`config.mk`:
```
export PLATFORM = sky130hd
export DESIGN_NAME = button_dimmer_two_channel_core
export DESIGN_NICKNAME = d
export VERILOG_FILES = /design/src/hw/rtl/bdim_pkg.sv /design/src/hw/rtl/bdim_cfg_regs.sv /design/src/hw/rtl/bdim_fade.sv /design/src/hw/rtl/bdim_key.sv /design/src/hw/rtl/button_dimmer_two_channel_core.sv
export VERILOG_INCLUDE_DIRS = /design/src /design/src/hw/rtl
export SDC_FILE = /design/constraint.sdc
export NUM_CORES = 1
export LEC_CHECK = 0
export BUFFER_PORTS_ARGS = -buffer_cell sky130_fd_sc_hd__buf_2
export CELL_PAD_IN_SITES_DETAIL_PLACEMENT = 2
export CELL_PAD_IN_SITES_GLOBAL_PLACEMENT = 2
export CORE_MARGIN = 4
export CORE_UTILIZATION = 38
export CTS_CLUSTER_DIAMETER = 100
export CTS_CLUSTER_SIZE = 8
export DETAILED_ROUTE_END_ITERATION = 16
export HOLD_SLACK_MARGIN = 0.15
export PLACE_DENSITY_LB_ADDON = 0.1
export SLEW_MARGIN = 0
export SYNTH_ARGS = -nofsm -noshare
export SYNTH_HDL_FRONTEND = slang
export SYNTH_SLANG_ARGS = --single-unit
```
`constraint.sdc`:
```
create_clock -name clk -period 7.66 [get_ports clk]
set_input_delay 1.532 -clock clk [delete_from_list [all_inputs] [get_ports clk]]
set_output_delay 1.532 -clock clk [all_outputs]
set_load 0.03 [all_outputs]
```
`src/hw/rtl/assert_macros.svh`:
```
// ----------------------------------------------------------------------------
// Assertion macros
// Shared concurrent assertion wrappers, clocked on clk, disabled in reset.
// ----------------------------------------------------------------------------
`ifndef ASSERT_MACROS_SVH
`define ASSERT_MACROS_SVH

// plain check with a fixed message
`define BDIM_ASSERT(lbl, prop) \
	lbl: assert property (@(posedge clk) disable iff (!arst_n) prop) \
		else $error("bdim assertion failed");

// check with a caller supplied message
`define BDIM_ASSERT_MSG(lbl, prop, msg) \
	lbl: assert property (@(posedge clk) disable iff (!arst_n) prop) \
		else $error(msg);

`endif

```
`src/hw/rtl/bdim_pkg.sv`:
```
// ----------------------------------------------------------------------------
// bdim_pkg
// Types, register map and factory tables of the two-channel button dimmer.
// ----------------------------------------------------------------------------
package bdim_pkg;

	localparam int NUM_PRESETS_DEF = 3;

	typedef enum logic [1:0] {
		MODE_STEADY   = 2'd0,
		MODE_ON       = 2'd1,
		MODE_FADE_OUT = 2'd2,
		MODE_RAMP     = 2'd3
	} mode_t;

	typedef enum logic [1:0] {
		SAVE_NONE  = 2'd0,
		SAVE_LEVEL = 2'd1,
		SAVE_MASK  = 2'd2
	} save_t;

	// register indexes
	localparam logic [2:0] REG_FADE_INTERVAL     = 3'd0;
	localparam logic [2:0] REG_OFF_FADE_INTERVAL = 3'd1;
	localparam logic [2:0] REG_KEY_SAMPLE_RELOAD = 3'd2;
	localparam logic [2:0] REG_LONG_PRESS        = 3'd3;
	localparam logic [2:0] REG_SHORT_PRESS       = 3'd4;
	localparam logic [2:0] REG_DOUBLE_CLICK      = 3'd5;
	localparam logic [2:0] REG_MIN_LEVEL         = 3'd6;
	localparam logic [2:0] REG_MAX_LEVEL         = 3'd7;

	localparam logic [7:0] RST_FADE_INTERVAL     = 8'd6;
	localparam logic [7:0] RST_OFF_FADE_INTERVAL = 8'd17;
	localparam logic [7:0] RST_KEY_SAMPLE_RELOAD = 8'd6;
	localparam logic [7:0] RST_LONG_PRESS        = 8'd50;
	localparam logic [7:0] RST_SHORT_PRESS       = 8'd4;
	localparam logic [7:0] RST_DOUBLE_CLICK      = 8'd30;
	localparam logic [7:0] RST_MIN_LEVEL         = 8'd25;
	localparam logic [7:0] RST_MAX_LEVEL         = 8'd255;

	typedef struct packed {
		logic [7:0] fade_interval;
		logic [7:0] off_fade_interval;
		logic [7:0] key_sample_reload;
		logic [7:0] long_press_samples;
		logic [7:0] short_press_samples;
		logic [7:0] double_click_window;
		logic [7:0] min_level;
		logic [7:0] max_level;
	} cfg_t;

	typedef struct packed {
		logic [7:0] fade_timer;
		logic [7:0] sample_timer;
		logic [7:0] press_count;
		logic [7:0] click_window;
		logic [1:0] click_count;
		logic       long_held;
		logic       mask_pending;
		mode_t      mode;
		logic [7:0] target_level;
		logic       ramp_down;
		logic [1:0] active_preset;
		logic [1:0] channel_mask;
		logic [7:0] duty_a;
		logic [7:0] duty_b;
	} st_t;

	// preset slot update from the key logic
	typedef struct packed {
		logic       lvl_we;
		logic       ch_we;
		logic [1:0] idx;
		logic [7:0] lvl;
		logic [1:0] ch;
	} pwr_t;

	function automatic logic [7:0] factory_level(input int idx);
		case (idx)
			0:       factory_level = 8'd255;
			1:       factory_level = 8'd50;
			default: factory_level = 8'd255;
		endcase
	endfunction

	function automatic logic [1:0] factory_channels(input int idx);
		case (idx)
			0:       factory_channels = 2'd3;
			1:       factory_channels = 2'd2;
			default: factory_channels = 2'd1;
		endcase
	endfunction

endpackage

```
`src/hw/rtl/bdim_cfg_regs.sv`:
```
// ----------------------------------------------------------------------------
// bdim_cfg_regs
// APB register file holding the eight timing and level settings.
// ----------------------------------------------------------------------------
module bdim_cfg_regs (
	input  logic               clk,
	input  logic               arst_n,
	input  logic               psel,
	input  logic               penable,
	input  logic               pwrite,
	input  logic [4:0]         paddr,
	input  logic [31:0]        pwdata,
	output logic [31:0]        prdata,
	output logic               pready,
	output bdim_pkg::cfg_t     cfg
);

	bdim_pkg::cfg_t cfg_q;
	logic           wr_en;
	logic [2:0]     idx;
	logic [7:0]     rd_val;

	assign pready = 1'b1;
	assign wr_en  = psel & penable & pwrite;
	assign idx    = paddr[4:2];
	assign cfg    = cfg_q;

	always_ff @(posedge clk or negedge arst_n) begin
		if (!arst_n) begin
			cfg_q.fade_interval       <= bdim_pkg::RST_FADE_INTERVAL;
			cfg_q.off_fade_interval   <= bdim_pkg::RST_OFF_FADE_INTERVAL;
			cfg_q.key_sample_reload   <= bdim_pkg::RST_KEY_SAMPLE_RELOAD;
			cfg_q.long_press_samples  <= bdim_pkg::RST_LONG_PRESS;
			cfg_q.short_press_samples <= bdim_pkg::RST_SHORT_PRESS;
			cfg_q.double_click_window <= bdim_pkg::RST_DOUBLE_CLICK;
			cfg_q.min_level           <= bdim_pkg::RST_MIN_LEVEL;
			cfg_q.max_level           <= bdim_pkg::RST_MAX_LEVEL;
		end else if (wr_en) begin
			case (idx)
				bdim_pkg::REG_FADE_INTERVAL:     cfg_q.fade_interval       <= pwdata[7:0];
				bdim_pkg::REG_OFF_FADE_INTERVAL: cfg_q.off_fade_interval   <= pwdata[7:0];
				bdim_pkg::REG_KEY_SAMPLE_RELOAD: cfg_q.key_sample_reload   <= pwdata[7:0];
				bdim_pkg::REG_LONG_PRESS:        cfg_q.long_press_samples  <= pwdata[7:0];
				bdim_pkg::REG_SHORT_PRESS:       cfg_q.short_press_samples <= pwdata[7:0];
				bdim_pkg::REG_DOUBLE_CLICK:      cfg_q.double_click_window <= pwdata[7:0];
				bdim_pkg::REG_MIN_LEVEL:         cfg_q.min_level           <= pwdata[7:0];
				bdim_pkg::REG_MAX_LEVEL:         cfg_q.max_level           <= pwdata[7:0];
				default: ;
			endcase
		end
	end

	always_comb begin
		case (idx)
			bdim_pkg::REG_FADE_INTERVAL:     rd_val = cfg_q.fade_interval;
			bdim_pkg::REG_OFF_FADE_INTERVAL: rd_val = cfg_q.off_fade_interval;
			bdim_pkg::REG_KEY_SAMPLE_RELOAD: rd_val = cfg_q.key_sample_reload;
			bdim_pkg::REG_LONG_PRESS:        rd_val = cfg_q.long_press_samples;
			bdim_pkg::REG_SHORT_PRESS:       rd_val = cfg_q.short_press_samples;
			bdim_pkg::REG_DOUBLE_CLICK:      rd_val = cfg_q.double_click_window;
			bdim_pkg::REG_MIN_LEVEL:         rd_val = cfg_q.min_level;
			bdim_pkg::REG_MAX_LEVEL:         rd_val = cfg_q.max_level;
			default:                         rd_val = 8'd0;
		endcase
	end

	assign prdata = {24'd0, rd_val};

endmodule

```
`src/hw/rtl/bdim_fade.sv`:
```
// ----------------------------------------------------------------------------
// bdim_fade
// Fade engine: prescaler, target update and one duty step per channel, or a jump to the target on a mask change.
// ----------------------------------------------------------------------------
module bdim_fade #(
	parameter int NUM_PRESETS = bdim_pkg::NUM_PRESETS_DEF
) (
	input  bdim_pkg::st_t  st_i,
	input  bdim_pkg::cfg_t cfg,
	input  logic [7:0]     preset_level [NUM_PRESETS],
	input  logic [1:0]     preset_channels [NUM_PRESETS],
	output bdim_pkg::st_t  st_o
);

	always_comb begin
		bdim_pkg::st_t s;
		logic          slot_ok;
		logic [7:0]    p_lvl;
		logic [1:0]    p_ch;
		logic [7:0]    want_a;
		logic [7:0]    want_b;

		s       = st_i;
		slot_ok = 1'b0;
		p_lvl   = 8'd0;
		p_ch    = 2'd0;
		want_a  = 8'd0;
		want_b  = 8'd0;
		for (int p = 0; p < NUM_PRESETS; p++) begin
			if (st_i.active_preset == 2'(p)) begin
				slot_ok = 1'b1;
				p_lvl   = preset_level[p];
				p_ch    = preset_channels[p];
			end
		end

		if (st_i.fade_timer != 8'd0) begin
			s.fade_timer = st_i.fade_timer - 8'd1;
		end else begin
			s.fade_timer = cfg.fade_interval;
			case (st_i.mode)
				bdim_pkg::MODE_ON: begin
					// turn-on load: clamp level up, empty mask means channel A
					if (st_i.target_level == 8'd0 && slot_ok) begin
						s.target_level = (p_lvl < cfg.min_level) ? cfg.min_level : p_lvl;
						s.channel_mask = (p_ch == 2'd0) ? 2'd1 : p_ch;
					end
				end
				bdim_pkg::MODE_FADE_OUT: begin
					s.fade_timer   = cfg.off_fade_interval;
					s.target_level = 8'd0;
				end
				bdim_pkg::MODE_RAMP: begin
					if (!st_i.ramp_down && st_i.target_level < cfg.max_level)
						s.target_level = st_i.target_level + 8'd1;
					else if (st_i.ramp_down && st_i.target_level > cfg.min_level)
						s.target_level = st_i.target_level - 8'd1;
				end
				default: ;
			endcase

			want_a = s.channel_mask[0] ? s.target_level : 8'd0;
			want_b = s.channel_mask[1] ? s.target_level : 8'd0;

			if (st_i.mask_pending)         s.duty_a = want_a;
			else if (st_i.duty_a < want_a) s.duty_a = st_i.duty_a + 8'd1;
			else if (st_i.duty_a > want_a) s.duty_a = st_i.duty_a - 8'd1;

			if (st_i.mask_pending)         s.duty_b = want_b;
			else if (st_i.duty_b < want_b) s.duty_b = st_i.duty_b + 8'd1;
			else if (st_i.duty_b > want_b) s.duty_b = st_i.duty_b - 8'd1;

			s.mask_pending = 1'b0;
			if (s.duty_a == want_a && s.duty_b == want_b &&
			    st_i.mode != bdim_pkg::MODE_RAMP && st_i.press_count == 8'd0)
				s.mode = bdim_pkg::MODE_STEADY;
		end
		st_o = s;
	end

endmodule

```
`src/hw/rtl/bdim_key.sv`:
```
// ----------------------------------------------------------------------------
// bdim_key
// Button evaluation: press timing, click counting and gesture actions.
// ----------------------------------------------------------------------------
module bdim_key #(
	parameter int NUM_PRESETS = bdim_pkg::NUM_PRESETS_DEF
) (
	input  bdim_pkg::st_t  st_i,
	input  bdim_pkg::cfg_t cfg,
	input  logic           down,
	output bdim_pkg::st_t  st_o,
	output bdim_pkg::save_t save,
	output bdim_pkg::pwr_t pwr
);

	always_comb begin
		bdim_pkg::st_t   s;
		bdim_pkg::save_t sv;
		bdim_pkg::pwr_t  w;
		logic [1:0]      clicked;
		logic            long_end;
		logic            slot_ok;

		s        = st_i;
		sv       = bdim_pkg::SAVE_NONE;
		w        = '0;
		clicked  = 2'd0;
		long_end = 1'b0;
		slot_ok  = 1'b0;

		if (st_i.sample_timer != 8'd0) begin
			s.sample_timer = st_i.sample_timer - 8'd1;
		end else begin
			s.sample_timer = cfg.key_sample_reload;
			if (down) begin
				if (s.press_count == 8'd0) s.click_window = cfg.double_click_window + 8'd1;
				if (s.click_window != 8'd0) s.click_window = s.click_window - 8'd1;
				if (s.press_count < cfg.long_press_samples) s.press_count = s.press_count + 8'd1;
				if (s.press_count == cfg.long_press_samples) s.long_held = 1'b1;
			end else begin
				if (s.press_count >= cfg.long_press_samples) begin
					long_end       = 1'b1;
					s.click_window = 8'd0;
					s.click_count  = 2'd0;
				end else begin
					if (s.press_count >= cfg.short_press_samples)
						s.click_count = s.click_count + 2'd1;
					if (s.click_window == 8'd0 || s.click_count == 2'd2) begin
						s.click_window = 8'd0;
						clicked        = s.click_count;
						s.click_count  = 2'd0;
					end else begin
						s.click_window = s.click_window - 8'd1;
					end
				end
				s.long_held   = 1'b0;
				s.press_count = 8'd0;
			end

			if (s.long_held) begin
				if (s.mode == bdim_pkg::MODE_STEADY && s.target_level != 8'd0) begin
					s.mode = bdim_pkg::MODE_RAMP;
					if (s.target_level == cfg.max_level)      s.ramp_down = 1'b1;
					else if (s.target_level == cfg.min_level) s.ramp_down = 1'b0;
				end else if (s.target_level == 8'd0 && NUM_PRESETS >= 2) begin
					s.active_preset = 2'd1;
					s.mode          = bdim_pkg::MODE_ON;
				end
			end

			slot_ok = int'(s.active_preset) < NUM_PRESETS;

			// end of a ramp stores the level in the active slot
			if (long_end && s.mode == bdim_pkg::MODE_RAMP) begin
				s.mode      = bdim_pkg::MODE_STEADY;
				s.ramp_down = ~s.ramp_down;
				w.lvl_we    = slot_ok;
				w.idx       = s.active_preset;
				w.lvl       = s.target_level;
				sv          = bdim_pkg::SAVE_LEVEL;
			end

			if (clicked == 2'd1) begin
				if (s.target_level == 8'd0) begin
					s.active_preset = 2'd0;
					s.mode          = bdim_pkg::MODE_ON;
				end else begin
					s.mode = bdim_pkg::MODE_FADE_OUT;
				end
			end else if (clicked == 2'd2) begin
				if (s.target_level == 8'd0 && NUM_PRESETS >= 3) begin
					s.active_preset = 2'd2;
					s.mode          = bdim_pkg::MODE_ON;
				end else if (s.target_level != 8'd0 && s.mode == bdim_pkg::MODE_STEADY) begin
					s.channel_mask = s.channel_mask + 2'd1;
					if (s.channel_mask == 2'd0) s.channel_mask = 2'd1;
					w.ch_we        = slot_ok;
					w.idx          = s.active_preset;
					w.ch           = s.channel_mask;
					s.mask_pending = 1'b1;
					sv             = bdim_pkg::SAVE_MASK;
				end
			end
		end
		st_o = s;
		save = sv;
		pwr  = w;
	end

endmodule

```
`src/hw/rtl/button_dimmer_two_channel_core.sv`:
```
// ----------------------------------------------------------------------------
// button_dimmer_two_channel_core
// Two-channel push-button dimmer advanced by one tick request per PWM period.
// ----------------------------------------------------------------------------
// Path: an accepted tick is held in the input register, then evaluated and
//   written to the result register that drives res_valid. Throughput: one tick
//   per clock while tick_stall is low; input and result registers decouple the
//   sides, so a tick is taken while a result waits if the input register is empty.
// Reset (arst_n low, async): state and handshake cleared, registers back to
//   defaults, preset slots reloaded from the factory table at once.
`include "assert_macros.svh"

module button_dimmer_two_channel_core #(
	parameter int NUM_PRESETS = bdim_pkg::NUM_PRESETS_DEF
) (
	input  logic        clk,
	input  logic        arst_n,
	// tick channel
	input  logic        tick_valid,
	output logic        tick_stall,
	input  logic        button_down,
	// result channel
	output logic        res_valid,
	input  logic        res_stall,
	output logic [7:0]  duty_a,
	output logic [7:0]  duty_b,
	output logic [1:0]  light_mode,
	output logic [7:0]  target_brightness,
	output logic [1:0]  save_event,
	// configuration
	input  logic        psel,
	input  logic        penable,
	input  logic        pwrite,
	input  logic [4:0]  paddr,
	input  logic [31:0] pwdata,
	output logic [31:0] prdata,
	output logic        pready
);

	bdim_pkg::cfg_t  cfg;
	bdim_pkg::st_t   st_q;
	bdim_pkg::st_t   st_fade;
	bdim_pkg::st_t   st_nxt;
	bdim_pkg::save_t save_nxt;
	bdim_pkg::pwr_t  pwr;

	// preset slots (stand-in for nonvolatile storage)
	logic [7:0] preset_level_q    [NUM_PRESETS];
	logic [1:0] preset_channels_q [NUM_PRESETS];

	// input stage
	logic valid_s1;
	logic down_s1;
	logic tick_acc;
	logic fire_s1;

	// result register
	logic       res_valid_q;
	logic [7:0] duty_a_q;
	logic [7:0] duty_b_q;
	logic [1:0] mode_q;
	logic [7:0] target_q;
	logic [1:0] save_q;

	bdim_cfg_regs u_cfg (
		.clk     (clk),
		.arst_n  (arst_n),
		.psel    (psel),
		.penable (penable),
		.pwrite  (pwrite),
		.paddr   (paddr),
		.pwdata  (pwdata),
		.prdata  (prdata),
		.pready  (pready),
		.cfg     (cfg)
	);

	// ---- handshake ----
	// the held tick moves on whenever the result slot is free or being taken;
	// a new tick is refused only when both stages are full and the sink stalls
	assign fire_s1    = valid_s1 & ~(res_valid_q & res_stall);
	assign tick_stall = valid_s1 & res_valid_q & res_stall;
	assign tick_acc   = tick_valid & ~tick_stall;

	always_ff @(posedge clk or negedge arst_n) begin
		if (!arst_n) begin
			valid_s1 <= 1'b0;
		end else if (tick_acc) begin
			valid_s1 <= 1'b1;
		end else if (fire_s1) begin
			valid_s1 <= 1'b0;
		end
	end

	always_ff @(posedge clk) begin
		if (tick_acc) down_s1 <= button_down;
	end

	// ---- tick evaluation: fade step first, then the button ----
	bdim_fade #(.NUM_PRESETS(NUM_PRESETS)) u_fade (
		.st_i            (st_q),
		.cfg             (cfg),
		.preset_level    (preset_level_q),
		.preset_channels (preset_channels_q),
		.st_o            (st_fade)
	);

	bdim_key #(.NUM_PRESETS(NUM_PRESETS)) u_key (
		.st_i (st_fade),
		.cfg  (cfg),
		.down (down_s1),
		.st_o (st_nxt),
		.save (save_nxt),
		.pwr  (pwr)
	);

	// ---- controller state ----
	// all-zero state is steady mode with both channels dark
	always_ff @(posedge clk or negedge arst_n) begin
		if (!arst_n) begin
			st_q <= '0;
		end else if (fire_s1) begin
			st_q <= st_nxt;
		end
	end

	// preset slots, written on a level save or a mask change
	always_ff @(posedge clk or negedge arst_n) begin
		if (!arst_n) begin
			for (int p = 0; p < NUM_PRESETS; p++) begin
				preset_level_q[p]    <= bdim_pkg::factory_level(p);
				preset_channels_q[p] <= bdim_pkg::factory_channels(p);
			end
		end else if (fire_s1) begin
			for (int p = 0; p < NUM_PRESETS; p++) begin
				if (pwr.lvl_we && pwr.idx == 2'(p)) preset_level_q[p]    <= pwr.lvl;
				if (pwr.ch_we && pwr.idx == 2'(p))  preset_channels_q[p] <= pwr.ch;
			end
		end
	end

	// ---- result register ----
	always_ff @(posedge clk or negedge arst_n) begin
		if (!arst_n) begin
			res_valid_q <= 1'b0;
		end else if (fire_s1) begin
			res_valid_q <= 1'b1;
		end else if (!res_stall) begin
			res_valid_q <= 1'b0;
		end
	end

	always_ff @(posedge clk) begin
		if (fire_s1) begin
			duty_a_q <= st_nxt.duty_a;
			duty_b_q <= st_nxt.duty_b;
			mode_q   <= st_nxt.mode;
			target_q <= st_nxt.target_level;
			save_q   <= save_nxt;
		end
	end

	assign res_valid         = res_valid_q;
	assign duty_a            = duty_a_q;
	assign duty_b            = duty_b_q;
	assign light_mode        = mode_q;
	assign target_brightness = target_q;
	assign save_event        = save_q;

	// ---- checks ----
	`BDIM_ASSERT_MSG(a_save_code, res_valid |-> save_event != 2'd3, "bad save code")
	`BDIM_ASSERT_MSG(a_state_hold, !fire_s1 |=> $stable(st_q), "state moved without a tick")
	`BDIM_ASSERT(a_s1_hold, (valid_s1 && tick_stall) |=> (valid_s1 && $stable(down_s1)))

endmodule
```
==> flow_summary_export.csv, run 1 <==
group,metric,value,unit
timing,slew_headroom,16.0,%
synthesis,synth.area.top_cells,"dfrtp_1, dfstp_2, ha_1, edfxtp_1, nand2_1",
placed_design,post_dp_cell_area,0.0150,sq mm
clock_network,clockBufferDepth,2,
clock_network,ctsHoldBuffers,0,
timing,finalHoldWorstSlack,0.494,ns
timing,slew_violations,0,
setup_path,critPathMaxFanout,9,
global_routing,grt_overflow,0,
layout,fillers,4118,
routing,ant_nets,0,
routing,routed_wl,53300,um
synthesis,synth_edf_count,29,
setup_path,crit_required,8.00,ns
global_routing,grt_pass1_vias,14100,
die,dieArea,0.0400,sq mm
synthesis,yosys.area.top_type,"dfrtp_1",
layout,fin_nets,1817,
clock_network,cts_resized,0,
timing,tightest_slew,1.25,ns
placed_design,gp_congestion,0.893,
synthesis,ys.flop_type,"dfrtp_1",
synthesis,yosysMostFrequentCell,"nand2_1",
global_routing,grt_pass1_wl,83600,um
timing,layout_min_cycle_time,7.24,ns
synthesis,yosys_warnings,0,
power_and_ir_drop,powerDensity,374,mW/mm^2
layout,area_growth_syn_to_layout,12.2,%
setup_path,critPathKind,"reg -> reg",
placed_design,dp_hpwl,39200,um
routing,wl_per_cell,24.4,um
setup_path,ff2ff_setup_slack,0.42,ns
layout,drive_gt1_share,18.7,%
power_and_ir_drop,leakage,0.00662,uW
setup_path,cp.arrival,7.58,ns
job,drv_cap,0,
layout,diodes,0,
die,num_rows,70,
clock_network,clock_sinks,192,
clock_network,cts_tree,"yes",
routing,dr.pass1.iters,5,
routing,drt_iter0_drc,733,
synthesis,avgSynthCellArea,8.58,sq um
setup_path,crit_path_start_kind,"flop",
routing,viasPerCell,6.00,
die,io_pins,108,
synthesis,seq_area_frac_synth,35.8,%
die,die_x,200,um
synthesis,synth_top_area_share,20.6,%
synthesis,yosysUniqueCellTypes,96,
timing,clock-skew-final,0.0155,ns
global_routing,antenna_found_initial,0,
placed_design,numPortBuffers,56,
timing,setup_violations,0,
synthesis,async_flop_share,84.9,%
timing,tns,0,ns
synthesis,synth_seq_cells,192,
die,die_h,200,um
synthesis,syn_inst,1631,
layout,final_area,0.0157,sq mm
timing,post-route-period-util,94.5,%
clock_network,cts.clk_slew.worst_paths,0.08,ns
timing,rsz0062_at_grt,"false",
die,initial_core_util,38.4,%
die,core_area,0.0364,sq mm
hold_path,min_path_type,"reg -> reg",
timing,max_freq,138,MHz
clock_network,clkLatencyLatePin,0.47,ns
clock_network,post-cts-setup-buffer-count,0,
clock_network,cts_root_buf,"clkbuf_16",
routing,vias,13100,
global_routing,grt_max_degree,62,
clock_network,h-tree-depth,4,
timing,hold_violations,0,
global_routing,grtUsageTotal,27.0,%
routing,drc,0,
status,status,"completed",
synthesis,syn_area,0.0140,sq mm
synthesis,synth_common_cells,"nand2_1, o21ai_0, nor2_1, dfrtp_1, a21oi_1",
clock_network,numCtsBuffers,17,
power_and_ir_drop,peakVddDrop,199,uV
setup_path,cp-end-kind,"flop",
per-stage QoR:
step,power (uW),setup slack (ns),std cells,utilization [%]
after floorplan,3510,1.26,1654,-
after global placement,4620,0.357,2151,41.2
after detailed placement,4790,0.212,2151,41.2
after CTS,5890,0.111,2183,43.1
after global routing,6300,0.0111,2183,43.1
final,5880,0.424,2183,43.1
logic make-up (layout without fill, tap and decap cells):
kind of cell    after synthesis  after routing  synth area share (%)
simple gates                600            600                  20.7
compound gates              438            438                  20.6
flops                       192            192                  35.8
buf+inv                     179            240                  5.63
mux                         102            102                  8.00
fa+ha+maj                    70             70                  6.26
xor+xnor                     48             48                  3.00
other cells                   2             25                0.0537
worst paths after layout:
kind | start | to | cells past startpoint
worst max-delay path | st_q[18]$_DFFE_PN0P_ | preset_channels_q[2]$_DFFE_PN0P_ | 26
worst min-delay path | st_q[32]$_DFFE_PN0P_ | st_q[32]$_DFFE_PN0P_ | 2
worst max register to register | st_q[18]$_DFFE_PN0P_ | preset_channels_q[2]$_DFFE_PN0P_ | 26
worst min register to register | st_q[32]$_DFFE_PN0P_ | st_q[32]$_DFFE_PN0P_ | 2
max in group asynchronous | arst_n | u_cfg.cfg[9]$_DFFE_PN0P_ | 2
min in group asynchronous | arst_n | st_q[62]$_DFFE_PN0P_ | 1
layer usage:
layer	up-vias	GRT usage, %	routed length [um]
met5	-	0	0
met4	0	6.49	847
li1	6011	-	-
met1	6831	35.9	24200
met3	46	3.61	1830
met2	219	46.7	26400
placed cells by master (no fill, tap or decap), types with 17 or more instances in the layout:
master       n
nand2_1    232
o21ai_0    136
nor2_1     119
dfrtp_1    115
a21oi_1     91
buf_4       76
inv_1       73
ha_1        70
mux2_2      66
buf_2       55
dfstp_2     48
nor3_1      42
nand3_1     41
mux2i_1     32
xnor2_1     32
edfxtp_1    29
nand4_1     27
conb_1      25
nor2b_1     21
or3_1       20
a31oi_1     20
a21o_1      17
clkbuf_16   17
cell type report:
cell class | count | area [sq um] | area share (%)
clock buffer | 21 | 470 | 2.99
inverter | 76 | 285 | 1.82
multi-input combinational | 1283 | 8300 | 52.8
tap | 468 | 586 | 3.73
timing repair buffer | 132 | 857 | 5.46
sequential | 192 | 5010 | 31.9
clock inverter | 11 | 201 | 1.28
critical path, stage by stage, from the launching register on:
cell	delay, ns
dfrtp_1	0.39
buf_4	0.21
mux2i_1	0.17
o21ai_0	0.44
ha_1	0.25
a21oi_1	0.07
o21ai_2	0.27
a211oi_4	0.10
buf_4	0.18
o311ai_1	0.71
a21o_1	0.31
ha_1	0.28
nand4_1	0.23
o21ai_1	0.15
or3_1	0.35
or3_1	0.33
o21ai_1	0.26
nor3_1	0.09
o311ai_0	0.47
o2111ai_1	0.26
nor4_4	0.34
buf_4	0.19
buf_4	0.14
a21oi_1	0.07
nor4bb_1	0.36
buf_4	0.19
mux2_2	0.32
registers in the layout, indices dropped and copies added (netlist names):
signal / cells
u_cfg.cfg: 64
light_mode: 2
duty_b: 8
valid_s1: 1
target_brightness: 8
save_event: 2
res_valid: 1
duty_a: 8
down_s1: 1
preset_level_q: 24
st_q: 67
preset_channels_q: 6
power by group:
group	switching (uW)	total, uW	leakage, uW	internal (uW)
logic	2030	3240	0.00409	1220
registers	305	1590	0.00220	1280
clock network	439	1050	0.000330	611
No activity file was read; power rests on OpenSTA's default activity.
==> run 2: changes to the inputs <==
==> constraint.sdc (replaced) <==
create_clock -name clk -period 7.66 [get_ports clk]
set_input_delay 1.149 -clock clk [delete_from_list [all_inputs] [get_ports clk]]
set_output_delay 1.149 -clock clk [all_outputs]
set_load 0.03 [all_outputs]
==> flow_summary_export.csv, run 2 (synthesis results as in run 1) <==
group,metric,value,unit
clock_network,h-tree-depth,4,
global_routing,grt_max_degree,63,
layout,largest_register_ffs,67,
setup_path,crit_required,8.00,ns
clock_network,clkLatencyLatePin,0.47,ns
placed_design,gp_congestion,0.885,
global_routing,grt_pass1_vias,13900,
clock_network,cts.clk_slew.worst_paths,0.07,ns
setup_path,critPathKind,"reg -> reg",
die,num_rows,70,
hold_path,min_path_type,"reg -> reg",
layout,top_register,"st_q",
routing,vias,12900,
layout,area_growth_syn_to_layout,11.1,%
setup_path,r2r-end,"preset_channels_q[1]$_DFFE_PN0P_",
timing,slew_headroom,13.9,%
clock_network,cts_root_buf,"clkbuf_16",
timing,slew_violations,0,
job,drv_cap,0,
setup_path,cp.arrival,7.71,ns
timing,setup_violations,0,
routing,drc,0,
power_and_ir_drop,internal-power,2940,uW
timing,finalHoldWorstSlack,0.479,ns
global_routing,grtUsageTotal,26.7,%
global_routing,grt_pass1_wl,83000,um
timing,clock-skew-final,0.0141,ns
routing,routed_wl,53100,um
power_and_ir_drop,total_power,5670,uW
setup_path,rr_startpoint,"st_q[18]$_DFFE_PN0P_",
die,core_area,0.0364,sq mm
hold_path,holdPathEnd,"preset_level_q[16]$_DFFE_PN1P_",
layout,drive_gt1_share,18.0,%
power_and_ir_drop,peakVddDrop,170,uV
power_and_ir_drop,netSwitchingPower,2720,uW
routing,dr.pass1.iters,5,
layout,fin_nets,1800,
routing,ant_nets,0,
timing,tightest_slew,1.28,ns
routing,drt_iter0_drc,647,
layout,diodes,0,
routing,wl_per_cell,24.5,um
global_routing,grt_overflow,0,
die,dieArea,0.0400,sq mm
placed_design,numPortBuffers,56,
setup_path,crit_start,"st_q[18]$_DFFE_PN0P_",
setup_path,crit_path_start_kind,"flop",
placed_design,dp_hpwl,39600,um
setup_path,critPathMaxFanout,10,
power_and_ir_drop,leakage,0.00651,uW
setup_path,r2r.worst_path.cells,23,
timing,post-route-period-util,96.2,%
setup_path,ff2ff_setup_slack,0.29,ns
clock_network,cts_tree,"yes",
timing,rsz0062_at_grt,"false",
hold_path,worstHoldStart,"preset_level_q[16]$_DFFE_PN1P_",
routing,viasPerCell,5.97,
clock_network,clock_sinks,192,
die,die_x,200,um
power_and_ir_drop,netSwitchingFraction,48.1,%
clock_network,clockBufferDepth,2,
layout,layout_common_cells,"nand2_1, o21ai_0, nor2_1, dfrtp_1, a21oi_1",
global_routing,antenna_found_initial,1,
timing,max_freq,136,MHz
power_and_ir_drop,p_clk_share,17.1,%
power_and_ir_drop,powerDensity,365,mW/mm^2
hold_path,whs_path_depth,2,
die,initial_core_util,38.4,%
power_and_ir_drop,pwr-share-seq,28.1,%
clock_network,numCtsBuffers,17,
setup_path,cp-end-kind,"flop",
status,status,"completed",
die,io_pins,108,
timing,layout_min_cycle_time,7.37,ns
timing,hold_violations,0,
die,die_h,200,um
layout,final_common_cell,"nand2_1",
power_and_ir_drop,p_comb_share,54.7,%
run 2: changes by cell type in the layout (fill, tap and decap cells not counted), sizes merged:
| cell | before | now |
|---|---|---|
| clkinv | 6 | 5 |
| clkinvlp | 0 | 2 |
| inv | 76 | 77 |
| bufinv | 5 | 2 |
| buf | 132 | 115 |
| clkbuf | 21 | 22 |
run 2: final cells by class:
cell class	instances	area [sq um]
Clock buffer	22	485
Clock inverter	10	124
Fill cell	4068	20900
Inverter	76	285
Multi-Input combinational cell	1283	8320
Sequential cell	192	5010
Tap cell	468	586
Timing Repair Buffer	115	729
run 2: how the worst max path moves through the flow:
stage,endpoint,slack [ns]
after floorplan,preset_channels_q[4]$_DFFE_PN1P_,1.26
after global placement,preset_channels_q[1]$_DFFE_PN0P_,0.22
after detailed placement,preset_channels_q[1]$_DFFE_PN0P_,-0.15
after CTS,preset_channels_q[1]$_DFFE_PN0P_,0.09
after global routing,preset_channels_q[2]$_DFFE_PN0P_,0.003
final,preset_channels_q[1]$_DFFE_PN0P_,0.29
run 2: worst max-delay path: stages (launching register included):
cell,delay (ns)
dfrtp_1,0.53
buf_4,0.32
mux2i_1,0.30
o21ai_0,0.23
ha_1,0.35
nand4_1,0.22
nor2b_1,0.25
buf_4,0.18
o311ai_1,0.63
a21o_1,0.31
ha_1,0.27
nand4_1,0.27
o21ai_1,0.15
or4b_1,0.53
a22oi_1,0.27
nor2_1,0.13
o311a_1,0.36
a2111oi_2,0.20
nand3_1,0.17
o41ai_4,0.34
buf_4,0.21
a31oi_4,0.17
nor4_2,0.42
mux2_2,0.39
run 2: power by group through the flow:
stage	sequential [uW]	clock (uW)	combinational [uW]
floorplan	1510	0	2000
finish	1590	972	3100
CTS	1590	993	3070
global route	1630	1030	3400
detailed placement	1610	0	3040
global placement	1590	0	2920
run 2: per-stage QoR:
step           util (%)  cells  setup slack (ns)  setup TNS (ns)  area (sq um)
6_report           42.7   2166             0.288               0         15500
5_1_grt            42.7   2166           0.00325               0         15500
4_1_cts            42.6   2165            0.0928               0         15500
3_5_place_dp       40.9   2133            -0.153          -0.596         14900
3_3_place_gp       40.9   2133             0.217               0         14900
2_1_floorplan         -   1654              1.26               0         14100
run 2: layer usage:
| metal | track usage (%) | part of all wire [%] | vias up |
|---|---|---|---|
| met5 | 0 | 0 | - |
| met4 | 7.77 | 2.4 | 0 |
| met3 | 4.03 | 3.3 | 66 |
| met2 | 45.7 | 49 | 182 |
| met1 | 35.3 | 46 | 6678 |
| li1 | - | - | 5996 |
run 2: what timing repair did:
item | CTS | global route
buffers inserted | 0 | 1
endpoints found under the setup margin | 10 | 12
endpoints found under the hold margin | 0 | 0
pin swaps | 0 | 1
gates resized for setup | 3 | 9
hold buffers | 0 | 0
